## config.mk

```make
export PLATFORM = sky130hd
export DESIGN_NAME = adrp_ldr_pair_address_finder_flat
export DESIGN_NICKNAME = d
export VERILOG_FILES = /design/src/rtl/core/adrp_pkg.sv /design/src/rtl/core/adrp_if.sv /design/src/rtl/core/adrp_front.sv /design/src/rtl/core/adrp_queue.sv /design/src/rtl/core/adrp_back.sv /design/src/rtl/core/adrp_ldr_pair_address_finder.sv /design/src/flat_wrapper.sv
export SDC_FILE = /design/constraint.sdc
export NUM_CORES = 1
export LEC_CHECK = 0
export BUFFER_PORTS_ARGS = -buffer_cell sky130_fd_sc_hd__buf_2
export CAP_MARGIN = 10
export CORE_UTILIZATION = 30
export CTS_CLUSTER_DIAMETER = 100
export DETAILED_ROUTE_END_ITERATION = 8
export PLACE_DENSITY = 0.5
export SYNTH_ARGS = -nofsm -noshare
export SYNTH_HDL_FRONTEND = slang
export SYNTH_SLANG_ARGS = --single-unit
```

## constraint.sdc

```tcl
create_clock -name clk -period 19.5 [get_ports clk]
set_input_delay 1.95 -clock clk [delete_from_list [all_inputs] [get_ports clk]]
set_output_delay 1.95 -clock clk [all_outputs]
set_load 0.01 [all_outputs]
```

## src/rtl/core/adrp_pkg.sv

```systemverilog
package adrp_pkg;

  localparam int WORD_W  = 32;
  localparam int ADDR_W  = 64;
  localparam int REG_W   = 5;
  localparam int COUNT_W = 7;
  localparam int PADDR_W = 3;
  localparam int PDATA_W = 32;

  // opcode marks
  localparam logic [4:0] ADR_MARK   = 5'b10000;
  localparam logic [7:0] LDR_MARK_A = 8'b11100001;
  localparam logic [7:0] LDR_MARK_B = 8'b11100101;

  localparam logic [COUNT_W-1:0] WINDOW_RESET = 7'd10;
  localparam logic [COUNT_W-1:0] COUNT_MAX    = 7'd127;

  // register index (paddr word select)
  localparam logic REG_WINDOW = 1'b0;

  // decoded item queue
  localparam int QUEUE_DEPTH = 2;
  localparam int QPTR_W      = 1;
  localparam int QCNT_W      = 2;

  typedef struct packed {
    logic              first;
    logic              is_adr;
    logic [REG_W-1:0]  adr_reg;
    logic [ADDR_W-1:0] adr_target;
    logic              is_ldr;
    logic [REG_W-1:0]  ldr_rn;
    logic [ADDR_W-1:0] ldr_off;
  } dec_t;

  typedef struct packed {
    logic full;
    logic empty;
  } queue_status_t;

endpackage

```

## src/rtl/core/adrp_if.sv

```systemverilog
interface adrp_in_if;
  logic                        valid;
  logic                        ready;
  logic [adrp_pkg::WORD_W-1:0] instr_word;
  logic [adrp_pkg::ADDR_W-1:0] instr_addr;
  logic                        first_word;

  modport source(output valid, instr_word, instr_addr, first_word, input ready);
  modport sink(input valid, instr_word, instr_addr, first_word, output ready);
endinterface

interface adrp_out_if;
  logic                        valid;
  logic                        ready;
  logic                        found;
  logic [adrp_pkg::ADDR_W-1:0] resolved_addr;
  logic                        search_done;

  modport source(output valid, found, resolved_addr, search_done, input ready);
  modport sink(input valid, found, resolved_addr, search_done, output ready);
endinterface

```

## src/rtl/core/adrp_front.sv

```systemverilog
module adrp_front (
  adrp_in_if.sink               in_ch,
  input  adrp_pkg::queue_status_t q_status,
  output logic                  push,
  output adrp_pkg::dec_t        push_rec
);
  import adrp_pkg::*;

  logic [WORD_W-1:0] w;
  logic [ADDR_W-1:0] pc;
  logic [7:0]        ldr_sel;
  logic              unsig;
  logic [20:0]       imm21;
  logic [ADDR_W-1:0] imm_sext;
  logic [ADDR_W-1:0] scaled_off;

  assign w  = in_ch.instr_word;
  assign pc = in_ch.instr_addr;

  assign in_ch.ready = !q_status.full;
  assign push        = in_ch.valid && !q_status.full;

  always_comb begin
    ldr_sel    = w[29:22];
    unsig      = w[24];
    imm21      = {w[23:5], w[30:29]};
    imm_sext   = {{(ADDR_W-21){imm21[20]}}, imm21};
    scaled_off = {{(ADDR_W-12){1'b0}}, w[21:10]} << w[31:30];

    push_rec.first  = in_ch.first_word;
    push_rec.is_adr = (w[28:24] == ADR_MARK);
    push_rec.adr_reg = w[4:0];
    if (w[31]) begin
      // adrp: 4 KiB page of pc plus page offset
      push_rec.adr_target = {pc[ADDR_W-1:12], 12'b0} + {imm_sext[ADDR_W-13:0], 12'b0};
    end else begin
      push_rec.adr_target = pc + imm_sext;
    end
    // register-offset form is not an immediate load
    push_rec.is_ldr = ((ldr_sel == LDR_MARK_A) || (ldr_sel == LDR_MARK_B)) &&
                      !(!unsig && w[21]);
    push_rec.ldr_rn = w[9:5];
    if (unsig) begin
      push_rec.ldr_off = scaled_off;
    end else begin
      push_rec.ldr_off = {{(ADDR_W-9){w[20]}}, w[20:12]};
    end
  end

endmodule

```

## src/rtl/core/adrp_queue.sv

```systemverilog
module adrp_queue (
  input  logic                    clk,
  input  logic                    rst,
  input  logic                    push,
  input  adrp_pkg::dec_t          push_rec,
  input  logic                    pop,
  output adrp_pkg::queue_status_t q_status,
  output adrp_pkg::dec_t          head_rec
);
  import adrp_pkg::*;

  dec_t              entries [QUEUE_DEPTH];
  logic [QPTR_W-1:0] wr_ptr;
  logic [QPTR_W-1:0] rd_ptr;
  logic [QCNT_W-1:0] count;

  assign q_status.full  = (count == QCNT_W'(QUEUE_DEPTH));
  assign q_status.empty = (count == '0);
  assign head_rec       = entries[rd_ptr];

  always_ff @(posedge clk) begin
    if (push) begin
      entries[wr_ptr] <= push_rec;
    end
  end

  always_ff @(posedge clk) begin
    if (rst) begin
      wr_ptr <= '0;
      rd_ptr <= '0;
      count  <= '0;
    end else begin
      if (push) begin
        wr_ptr <= wr_ptr + 1'b1;
      end
      if (pop) begin
        rd_ptr <= rd_ptr + 1'b1;
      end
      case ({push, pop})
        2'b10:   count <= count + 1'b1;
        2'b01:   count <= count - 1'b1;
        default: count <= count;
      endcase
    end
  end

endmodule

```

## src/rtl/core/adrp_back.sv

```systemverilog
module adrp_back (
  input  logic                            clk,
  input  logic                            rst,
  input  logic [adrp_pkg::COUNT_W-1:0]    window,
  input  adrp_pkg::queue_status_t         q_status,
  input  adrp_pkg::dec_t                  head_rec,
  output logic                            pop,
  adrp_out_if.source                      out_ch
);
  import adrp_pkg::*;

  // search state
  logic               held_valid;
  logic [REG_W-1:0]   held_reg;
  logic [ADDR_W-1:0]  held_target;
  logic [COUNT_W-1:0] words_seen;
  logic               finished;

  logic               held_valid_next;
  logic [REG_W-1:0]   held_reg_next;
  logic [ADDR_W-1:0]  held_target_next;
  logic [COUNT_W-1:0] words_seen_next;
  logic               finished_next;

  // output register
  logic               out_valid;
  logic               found;
  logic [ADDR_W-1:0]  resolved_addr;
  logic               search_done;
  logic               found_next;
  logic [ADDR_W-1:0]  resolved_addr_next;

  logic               hv;
  logic [COUNT_W-1:0] ws;
  logic               fin;

  assign pop = !q_status.empty && (!out_valid || out_ch.ready);

  assign out_ch.valid         = out_valid;
  assign out_ch.found         = found;
  assign out_ch.resolved_addr = resolved_addr;
  assign out_ch.search_done   = search_done;

  always_comb begin
    // first word clears the search before the word is used
    hv  = held_valid && !head_rec.first;
    ws  = head_rec.first ? '0 : words_seen;
    fin = finished && !head_rec.first;

    held_valid_next    = hv;
    held_reg_next      = held_reg;
    held_target_next   = held_target;
    words_seen_next    = ws;
    finished_next      = fin;
    found_next         = 1'b0;
    resolved_addr_next = '0;

    if (!fin) begin
      if (head_rec.is_ldr && hv && (head_rec.ldr_rn == held_reg)) begin
        found_next         = 1'b1;
        resolved_addr_next = held_target + head_rec.ldr_off;
        finished_next      = 1'b1;
      end
      if (head_rec.is_adr && (ws < window)) begin
        held_valid_next  = 1'b1;
        held_reg_next    = head_rec.adr_reg;
        held_target_next = head_rec.adr_target;
      end else begin
        held_valid_next = 1'b0;
      end
      if (ws >= window) begin
        finished_next = 1'b1;
      end
      if (ws < COUNT_MAX) begin
        words_seen_next = ws + 1'b1;
      end
      if (finished_next) begin
        held_valid_next = 1'b0;
      end
    end
  end

  always_ff @(posedge clk) begin
    if (rst) begin
      held_valid <= 1'b0;
      words_seen <= '0;
      finished   <= 1'b0;
      out_valid  <= 1'b0;
    end else begin
      if (pop) begin
        held_valid <= held_valid_next;
        words_seen <= words_seen_next;
        finished   <= finished_next;
        out_valid  <= 1'b1;
      end else if (out_ch.ready) begin
        out_valid <= 1'b0;
      end
    end
  end

  always_ff @(posedge clk) begin
    if (pop) begin
      held_reg      <= held_reg_next;
      held_target   <= held_target_next;
      found         <= found_next;
      resolved_addr <= resolved_addr_next;
      search_done   <= finished_next;
    end
  end

endmodule

```

## src/rtl/core/adrp_ldr_pair_address_finder.sv

```systemverilog
// adr/adrp + ldr pair address finder
// an accepted item is decoded into the queue, then its search state update is
//   registered into the output register
// throughput: one item per cycle unless the output stalls, set by the back-end update
// reset (rst, synchronous): search state cleared, queue and output emptied, window = 10
module adrp_ldr_pair_address_finder (
  input  logic                             clk,
  input  logic                             rst,
  adrp_in_if.sink                          in_ch,
  adrp_out_if.source                       out_ch,
  input  logic                             psel,
  input  logic                             penable,
  input  logic                             pwrite,
  input  logic [adrp_pkg::PADDR_W-1:0]     paddr,
  input  logic [adrp_pkg::PDATA_W-1:0]     pwdata,
  output logic [adrp_pkg::PDATA_W-1:0]     prdata,
  output logic                             pready
);
  import adrp_pkg::*;

  // configuration register
  logic [COUNT_W-1:0] window;
  logic               cfg_write;

  // front to queue
  logic               push;
  dec_t               push_rec;
  // queue to back
  queue_status_t      q_status;
  dec_t               head_rec;
  logic               pop;

  // apb: always ready, write at the access phase
  assign pready    = 1'b1;
  assign cfg_write = psel && penable && pwrite && pready;

  always_ff @(posedge clk) begin
    if (rst) begin
      window <= WINDOW_RESET;
    end else if (cfg_write && (paddr[PADDR_W-1] == REG_WINDOW)) begin
      window <= pwdata[COUNT_W-1:0];
    end
  end

  // read back; addresses beyond the register read as zero
  always_comb begin
    if (paddr[PADDR_W-1] == REG_WINDOW) begin
      prdata = {{(PDATA_W-COUNT_W){1'b0}}, window};
    end else begin
      prdata = '0;
    end
  end

  // front end: decode adr/adrp target and ldr offset, independent of search state
  adrp_front u_front (
    .in_ch    (in_ch),
    .q_status (q_status),
    .push     (push),
    .push_rec (push_rec)
  );

  // two-entry queue decouples input acceptance from output stalls
  adrp_queue u_queue (
    .clk      (clk),
    .rst      (rst),
    .push     (push),
    .push_rec (push_rec),
    .pop      (pop),
    .q_status (q_status),
    .head_rec (head_rec)
  );

  // back end: match against the held decode, window count, output register
  adrp_back u_back (
    .clk      (clk),
    .rst      (rst),
    .window   (window),
    .q_status (q_status),
    .head_rec (head_rec),
    .pop      (pop),
    .out_ch   (out_ch)
  );

`ifndef SYNTHESIS
  // a match always ends the search
  a_found_done: assert property (@(posedge clk) disable iff (rst)
    (out_ch.valid && out_ch.found) |-> out_ch.search_done)
    else $error("found without search_done");

  // no match means a zero address
  a_nomatch_zero: assert property (@(posedge clk) disable iff (rst)
    (out_ch.valid && !out_ch.found) |-> (out_ch.resolved_addr == '0))
    else $error("nonzero address without match");

  // reset loads the default window
  a_window_reset: assert property (@(posedge clk)
    rst |=> (window == WINDOW_RESET))
    else $error("window not reset");

  // input is refused only while the queue is full
  a_ready_queue: assert property (@(posedge clk) disable iff (rst)
    in_ch.ready == !q_status.full)
    else $error("ready does not follow queue level");
`endif

endmodule

```

## src/flat_wrapper.sv

```systemverilog
// flat-port wrapper written by rule: the top's interface ports become plain ports
module adrp_ldr_pair_address_finder_flat import adrp_pkg::*;
  (clk, rst, psel, penable, pwrite, paddr, pwdata, prdata, pready, in_ch_valid, in_ch_instr_word, in_ch_instr_addr, in_ch_first_word, in_ch_ready, out_ch_valid, out_ch_found, out_ch_resolved_addr, out_ch_search_done, out_ch_ready);
  adrp_in_if in_ch_i ();
  adrp_out_if out_ch_i ();
  input  logic clk;
  input  logic rst;
  input  logic psel;
  input  logic penable;
  input  logic pwrite;
  input  logic [adrp_pkg::PADDR_W-1:0] paddr;
  input  logic [adrp_pkg::PDATA_W-1:0] pwdata;
  output logic [adrp_pkg::PDATA_W-1:0] prdata;
  output logic pready;
  input wire logic [$bits(in_ch_i.valid)-1:0] in_ch_valid;
  input wire logic [$bits(in_ch_i.instr_word)-1:0] in_ch_instr_word;
  input wire logic [$bits(in_ch_i.instr_addr)-1:0] in_ch_instr_addr;
  input wire logic [$bits(in_ch_i.first_word)-1:0] in_ch_first_word;
  output wire logic [$bits(in_ch_i.ready)-1:0] in_ch_ready;
  output wire logic [$bits(out_ch_i.valid)-1:0] out_ch_valid;
  output wire logic [$bits(out_ch_i.found)-1:0] out_ch_found;
  output wire logic [$bits(out_ch_i.resolved_addr)-1:0] out_ch_resolved_addr;
  output wire logic [$bits(out_ch_i.search_done)-1:0] out_ch_search_done;
  input wire logic [$bits(out_ch_i.ready)-1:0] out_ch_ready;
  assign in_ch_i.valid = in_ch_valid;
  assign in_ch_i.instr_word = in_ch_instr_word;
  assign in_ch_i.instr_addr = in_ch_instr_addr;
  assign in_ch_i.first_word = in_ch_first_word;
  assign in_ch_ready = in_ch_i.ready;
  assign out_ch_valid = out_ch_i.valid;
  assign out_ch_found = out_ch_i.found;
  assign out_ch_resolved_addr = out_ch_i.resolved_addr;
  assign out_ch_search_done = out_ch_i.search_done;
  assign out_ch_i.ready = out_ch_ready;
  adrp_ldr_pair_address_finder u_core (.clk(clk), .rst(rst), .in_ch(in_ch_i), .out_ch(out_ch_i), .psel(psel), .penable(penable), .pwrite(pwrite), .paddr(paddr), .pwdata(pwdata), .prdata(prdata), .pready(pready));
endmodule
```

# ---- Yosys cells after proc, flatten, opt, wreduce, memory -nomap -nowiden
# Memory sizes are Yosys's and may differ from the RTL's. A register that Yosys moved wholly into a read port is not among the register bits.
# Index checks and enable logic that the tools add are counted.
dict set report word_totals {
  ff_bits 156
  ramBits 282
  input_bits 139
  out_inout_bits 101
  wordCells 81
  mem_count 1
}
dict set report classes {
  add_sub_neg 8
  order_cmp 3
  n_eq_ne 7
  shifts 1
  mux 20
  bitwise_logic 3
  reduce_logical 25
}
# memory words word_bits rd rd_ports_with_merged_regs write_ports line
set mem_list {}
lappend mem_list {u_core.u_queue.entries 2 141 1 1 1 adrp_queue.sv:12} ;# dec_t entries [QUEUE_DEPTH];
# op n
set ops {}
lappend ops {{adder 64 bit} 3}
lappend ops {{two-way mux 64 bit} 2}
lappend ops {{<< shifter 12 x 2 -> 64 bit} 1}
lappend ops {{two-way mux 7 bit} 4}
lappend ops {{equality test 8 bit, second input constant} 2}
lappend ops {{two-way mux 1 bit} 13}
lappend ops {{logical AND 1 bit} 12}
lappend ops {{adder 7 x 1 -> 7 bit, second input constant} 1}
lappend ops {{greater-or-equal comparator 7 bit} 1}
lappend ops {{< comparator 7 bit} 1}
lappend ops {{< comparator 7 bit, second input constant} 1}
lappend ops {{logical NOT 1 bit} 6}
lappend ops {{equality test 5 bit} 1}
lappend ops {{equality test 5 bit, second input constant} 1}
lappend ops {{equality test 2 bit, second input constant} 2}
lappend ops {{one-hot mux 2 bit (2 select lines)} 1}
lappend ops {{nonzero test 2 bit} 2}
lappend ops {{inverter 1 bit} 3}
lappend ops {{AND reduction 3 bit} 1}
lappend ops {{adder 1 bit, second input constant} 2}
lappend ops {{adder 2 x 1 -> 2 bit, second input constant} 1}
lappend ops {{equality test 2 x 1 -> 1 bit, second input constant} 1}
lappend ops {{logical NOT 2 bit} 1}
lappend ops {{logical OR 1 bit} 2}
lappend ops {{2 further kinds} 2}

# ---- Depth between registers and ports, before layout
dict set report depth {
  word_depth 9
  ltp_mapped 17
}

# ---- By module
# Synthesis repeated with hierarchy kept, for this count alone.
dict set report hier_totals {
  cells_unflattened 2226
  hier_area_um2 25802.2
}
# module n_inst cells_each area_per_inst_um2
set modules_own_cells {}
lappend modules_own_cells {adrp_queue 1 461 10441.3}
lappend modules_own_cells {adrp_back 1 834 8785.9}
lappend modules_own_cells {adrp_front 1 865 5998.3}
lappend modules_own_cells {adrp_ldr_pair_address_finder 1 66 576.8}

# ---- Least setup slack after synthesis
# Ideal clock, no wire load.
dict set report synth_timing {
  kind {input port to flip-flop}
  from {in out_ch_ready}
  to {reg u_core.u_back.held_reg[0] (enable)}
  setup_time_ps 595
  t_arrival_ps 8887
  required_ps 18905
  slack_ps 10017
  cell_stages 5
  path_cell_list {nand2b_1 o21ai_1 inv_1 nand2_1 nor3b_1}
}
dict set report synth_via {
  elab_chain_len 3
}
# element line
set synth_rtl {}
lappend synth_rtl {{start: declaration} flat_wrapper.sv:24} ;# input wire logic [$bits(out_ch_i.ready)-1:0] out_ch_ready;
lappend synth_rtl {{logical OR 1 bit} adrp_back.sv:37} ;# assign pop = !q_status.empty && (!out_valid || out_ch.ready);
lappend synth_rtl {{logical AND 1 bit} adrp_back.sv:37}
lappend synth_rtl {{named net u_core.pop} adrp_ldr_pair_address_finder.sv:31} ;# logic pop;
lappend synth_rtl {{AND reduction 3 bit (no source line)} n/a}
lappend synth_rtl {{end signal: assignment} adrp_back.sv:103} ;# held_reg <= held_reg_next;
lappend synth_rtl {{end: declaration} adrp_back.sv:14} ;# logic [REG_W-1:0] held_reg;
# The timed path passes the listed nets, and every way through them passes these cells.
# A chain may end at the register's enable or synchronous reset.

==> run metrics <==
global-route wire length before repair=roughly 90000 um; number of endpoints with negative hold slack in the final report=0; gate count of the mapped netlist=just over 2k; VDD IR-drop max=roughly 0.071 mV; main combinational cell family by area after synthesis=compound AO/OA/AOI/OAI gates; sequential group share of total power=about a third; share of the synthesized area in the top cell type=~45%; Largest Register=u_core.u_queue.entries; post-synth top area cell=sky130_fd_sc_hd__edfxtp_1; Post-Route WL=57060 um; starting utilization of the core area=between 30% and 40%; last weighted congestion value of the routability-driven placer=0.8592; Layout Nets=about 2.5k; core outline area=between 0.07 and 0.08 mm2; compound-gate portion of the synthesized area=around 17%; starting DRC count in detailed routing=about 830; highest net fanout along the worst path=21; Total Power Consumption=3.195 mW; Port Buffer Count=approximately 190; Clk Latency, worst-skew pair=around 0.56 ns; run status=finished clean; synth unique cells=78; all-layer global routing usage=15.22%; Vias per Instance=between 4 and 5; WS Path Type=in -> reg; synthesized-area fraction occupied by adder cells=between 9 and 10%; ports placed on the boundary=between 200 and 250; cell-internal power=just under 2 mW; delay of the slowest cell on the worst path=about 0.5 ns; endpoint kind of the worst setup timing path=flip-flop; number of clock sinks seen by CTS=approximately 340; transition time at the pin with the least slew margin=1.040 ns; top post-synthesis cells by count=sky130_fd_sc_hd__edfxtp_1 (321), sky130_fd_sc_hd__a21oi_1 (196), sky130_fd_sc_hd__nor2_1 (169); LEAKAGE=between 9 and 10 nW; MaxCap Viol Count=0; Sequential cell area=~0.010 mm2; clock tree skew after final layout=around 0.017 ns; Max stage delay cell, worst path=sky130_fd_sc_hd__o31ai_2; Power Dens Cells=129.8 mW/mm2; most used flip-flop cell after synthesis=sky130_fd_sc_hd__edfxtp_1; mux contribution to synthesized area=under 10%; Logic pwr share=between 40% and 50%; die outline area=between 0.07 and 0.08 mm2; data arrival time of the worst path=slightly above 6 ns; Clk pwr share=roughly 22%; dominant cell by count in the synthesized netlist=sky130_fd_sc_hd__edfxtp_1; number of routed nets with antenna violations=0; hold-fix buffer count after cts=0; TNS Setup=0 ns; multi-input combinational cell area=roughly 0.011 mm2; number of flops mapped to enable cells by yosys=321; clock transition time at the flip-flop clock pins of the worst setup and hold paths=approximately 0.060 ns; Via Count=15.80k; Switch Pwr=approximately 1.2 mW; Worst slew margin=roughly 30%; worst hold path type=reg -> reg; simple-gate area share of the yosys netlist=about an eighth; Final Max Slew Viols=0; minimum period implied by the final worst setup slack=roughly 5.8 ns; syn avg cell area=between 10 and 15 um2; share of final-layout standard cells stronger than drive strength 1=16.85%; main area contributors after synthesis=sky130_fd_sc_hd__edfxtp_1 (45%), sky130_fd_sc_hd__ha_1 (9.0%), sky130_fd_sc_hd__mux2_2 (4.6%); layout overhead on the synthesized area=13.84%; Sw Share=about two fifths; setup repair after global routing missed its margin=false; maximum clock frequency=173.0 MHz; parity-gate share of the synthesized area counting xor and xnor cells=5.709%; Worst setup SP type=input pin; filler cell count in the final layout=7234; initial antenna violation count=3; CTS max path bufs=3; Data required, critical path=roughly 20 ns; number of flip-flops under the largest register name=about 190; final cycle utilization of the critical path=between 20 and 30%; root buffer selected by CTS=sky130_fd_sc_hd__clkbuf_16; post-cts resize count=0; cell area after synthesis=0.02163 mm2; async set-or-reset flop fraction in the synthesized netlist=0%; number of search-and-repair iterations in the first detailed-routing pass=5; cells along the critical path=buf_2 -> inv_1 -> fa_1 -> nand2b_1 -> a21oi_1 -> nor4_1 -> nor2_1 -> a41oi_2 -> o311ai_2 -> a31oi_1 -> o31ai_2 -> a41oi_2 -> o31ai_2 -> xor2_1; synthesis warning total=0; number of setup buffers added after CTS=0; post-synthesis sequential area ratio=46.60%; global route overflow=0; drt drc=0; via count of the first global-routing pass=about 16k; H-tree levels=2; CTS tree=yes; registers with the most flip-flops=u_core.u_queue.entries: 186 flops, u_core.u_back.held_target: 64 flops, u_core.u_back.out_ch.resolved_addr: 64 flops; Die Height=around 270 um; number of buffers created by CTS=38; Die Width=between 200 and 300 um; average wire per cell in the routed design=17.89 um; std cell rows=98; HPWL Detailed=~43000 um; pin count of the biggest net entering global routing=70; number of setup violations in the final report=0; flop and latch count out of synthesis=about 340
## path summary, 6_finish.rpt
check	from	slack, ns	end	cells after the start
hold reg to reg	u_core.window[1]$_SDFFE_PP1P_	0.47	u_core.window[1]$_SDFFE_PP1P_	1
setup reg to reg	flip-flop	14.33	u_core.u_back.out_ch.resolved_addr[61]$_SDFFCE_PP0P_	15
setup / recovery	in_ch_instr_word[30]	13.72	u_core.u_queue.entries[1][128]$_DFFE_PP_	14
hold / removal	u_core.window[1]$_SDFFE_PP1P_	0.47	u_core.window[1]$_SDFFE_PP1P_	1
## metal layers
layer  share of wire, %  vias up  global-route usage, %
met5              0.023        -                      0
met4                2.9        2                  5.278
li1                   -     7959                      -
met1                 50     7452                  21.73
met3                4.0       85                  2.272
met2                 43      302                  23.33
## cells by family after synthesis
logic type      count (synthesis)
compound gates                576
simple gates                  554
flops                         343
buf+inv                       166
fa+ha+maj                     158
xor+xnor                      141
mux                           114
other cells                     2
## worst max-delay path, delay by kind of cell
family,cells,cell delay (ns)
AO/OA/AOI/OAI,7,2.25
adder cells (fa/ha/maj),1,0.47
buffers and inverters,2,0.65
XOR/XNOR,1,0.25
AND/OR/NAND/NOR,3,0.55
## cell type report
class / instances / share of cell area, %
Multi-Input combinational cell: 1569 / 44.39
Antenna cell: 2 / 0.02032
Tap cell: 950 / 4.827
Clock inverter: 17 / 0.5640
Timing Repair Buffer: 198 / 4.146
Sequential cell: 343 / 40.95
Inverter: 62 / 0.9451
Clock buffer: 49 / 4.156
## cells in the final DEF (no fill, tap or decap), types with 4 or more instances in the layout
cell type	instances
sky130_fd_sc_hd__a211o_1	9
sky130_fd_sc_hd__a211oi_1	15
sky130_fd_sc_hd__a21boi_0	6
sky130_fd_sc_hd__a21o_1	91
sky130_fd_sc_hd__a21oi_1	196
sky130_fd_sc_hd__a221oi_1	4
sky130_fd_sc_hd__a31o_2	9
sky130_fd_sc_hd__a31oi_1	15
sky130_fd_sc_hd__and2_1	19
sky130_fd_sc_hd__and3_1	22
sky130_fd_sc_hd__and4_1	4
sky130_fd_sc_hd__buf_2	186
sky130_fd_sc_hd__buf_4	12
sky130_fd_sc_hd__clkbuf_1	9
sky130_fd_sc_hd__clkbuf_16	39
sky130_fd_sc_hd__clkinv_2	7
sky130_fd_sc_hd__conb_1	26
sky130_fd_sc_hd__dfxtp_1	21
sky130_fd_sc_hd__edfxtp_1	321
sky130_fd_sc_hd__ha_1	155
sky130_fd_sc_hd__inv_1	61
sky130_fd_sc_hd__mux2_2	89
sky130_fd_sc_hd__mux2i_1	24
sky130_fd_sc_hd__nand2_1	151
sky130_fd_sc_hd__nand2b_1	18
sky130_fd_sc_hd__nand3_1	40
sky130_fd_sc_hd__nand4_1	35
sky130_fd_sc_hd__nor2_1	168
sky130_fd_sc_hd__nor2b_1	22
sky130_fd_sc_hd__nor3_1	35
sky130_fd_sc_hd__nor4_1	8
sky130_fd_sc_hd__o211ai_1	9
sky130_fd_sc_hd__o21a_1	17
sky130_fd_sc_hd__o21ai_0	111
sky130_fd_sc_hd__o21bai_1	30
sky130_fd_sc_hd__o31ai_1	12
sky130_fd_sc_hd__or3_1	13
sky130_fd_sc_hd__or4_1	4
sky130_fd_sc_hd__xnor2_1	83
sky130_fd_sc_hd__xor2_1	58
## power by group through the flow
stage | Sequential (mW) | Combinational, mW | Clock, mW
floorplan | 1.14 | 1.00 | 0
global placement | 1.13 | 1.40 | 0
detailed placement | 1.13 | 1.39 | 0
CTS | 1.12 | 1.40 | 0.710
global route | 1.13 | 1.55 | 0.732
finish | 1.11 | 1.40 | 0.685
## metrics by stage
step	cells	util [%]	hold WS [ns]	area [um2]	setup slack (ns)
5_1_grt	3189	34.50	0.4865	24620	13.58
3_3_place_gp	3122	32.87	0.4449	23460	13.29
4_1_cts	3188	34.50	0.4688	24620	13.81
3_5_place_dp	3122	32.87	0.4506	23460	13.25
6_report	3190	34.51	0.4674	24620	13.72
2_1_floorplan	2078	-	0.4354	21720	10.02
Note: power is estimated with default switching activity, not from simulation.
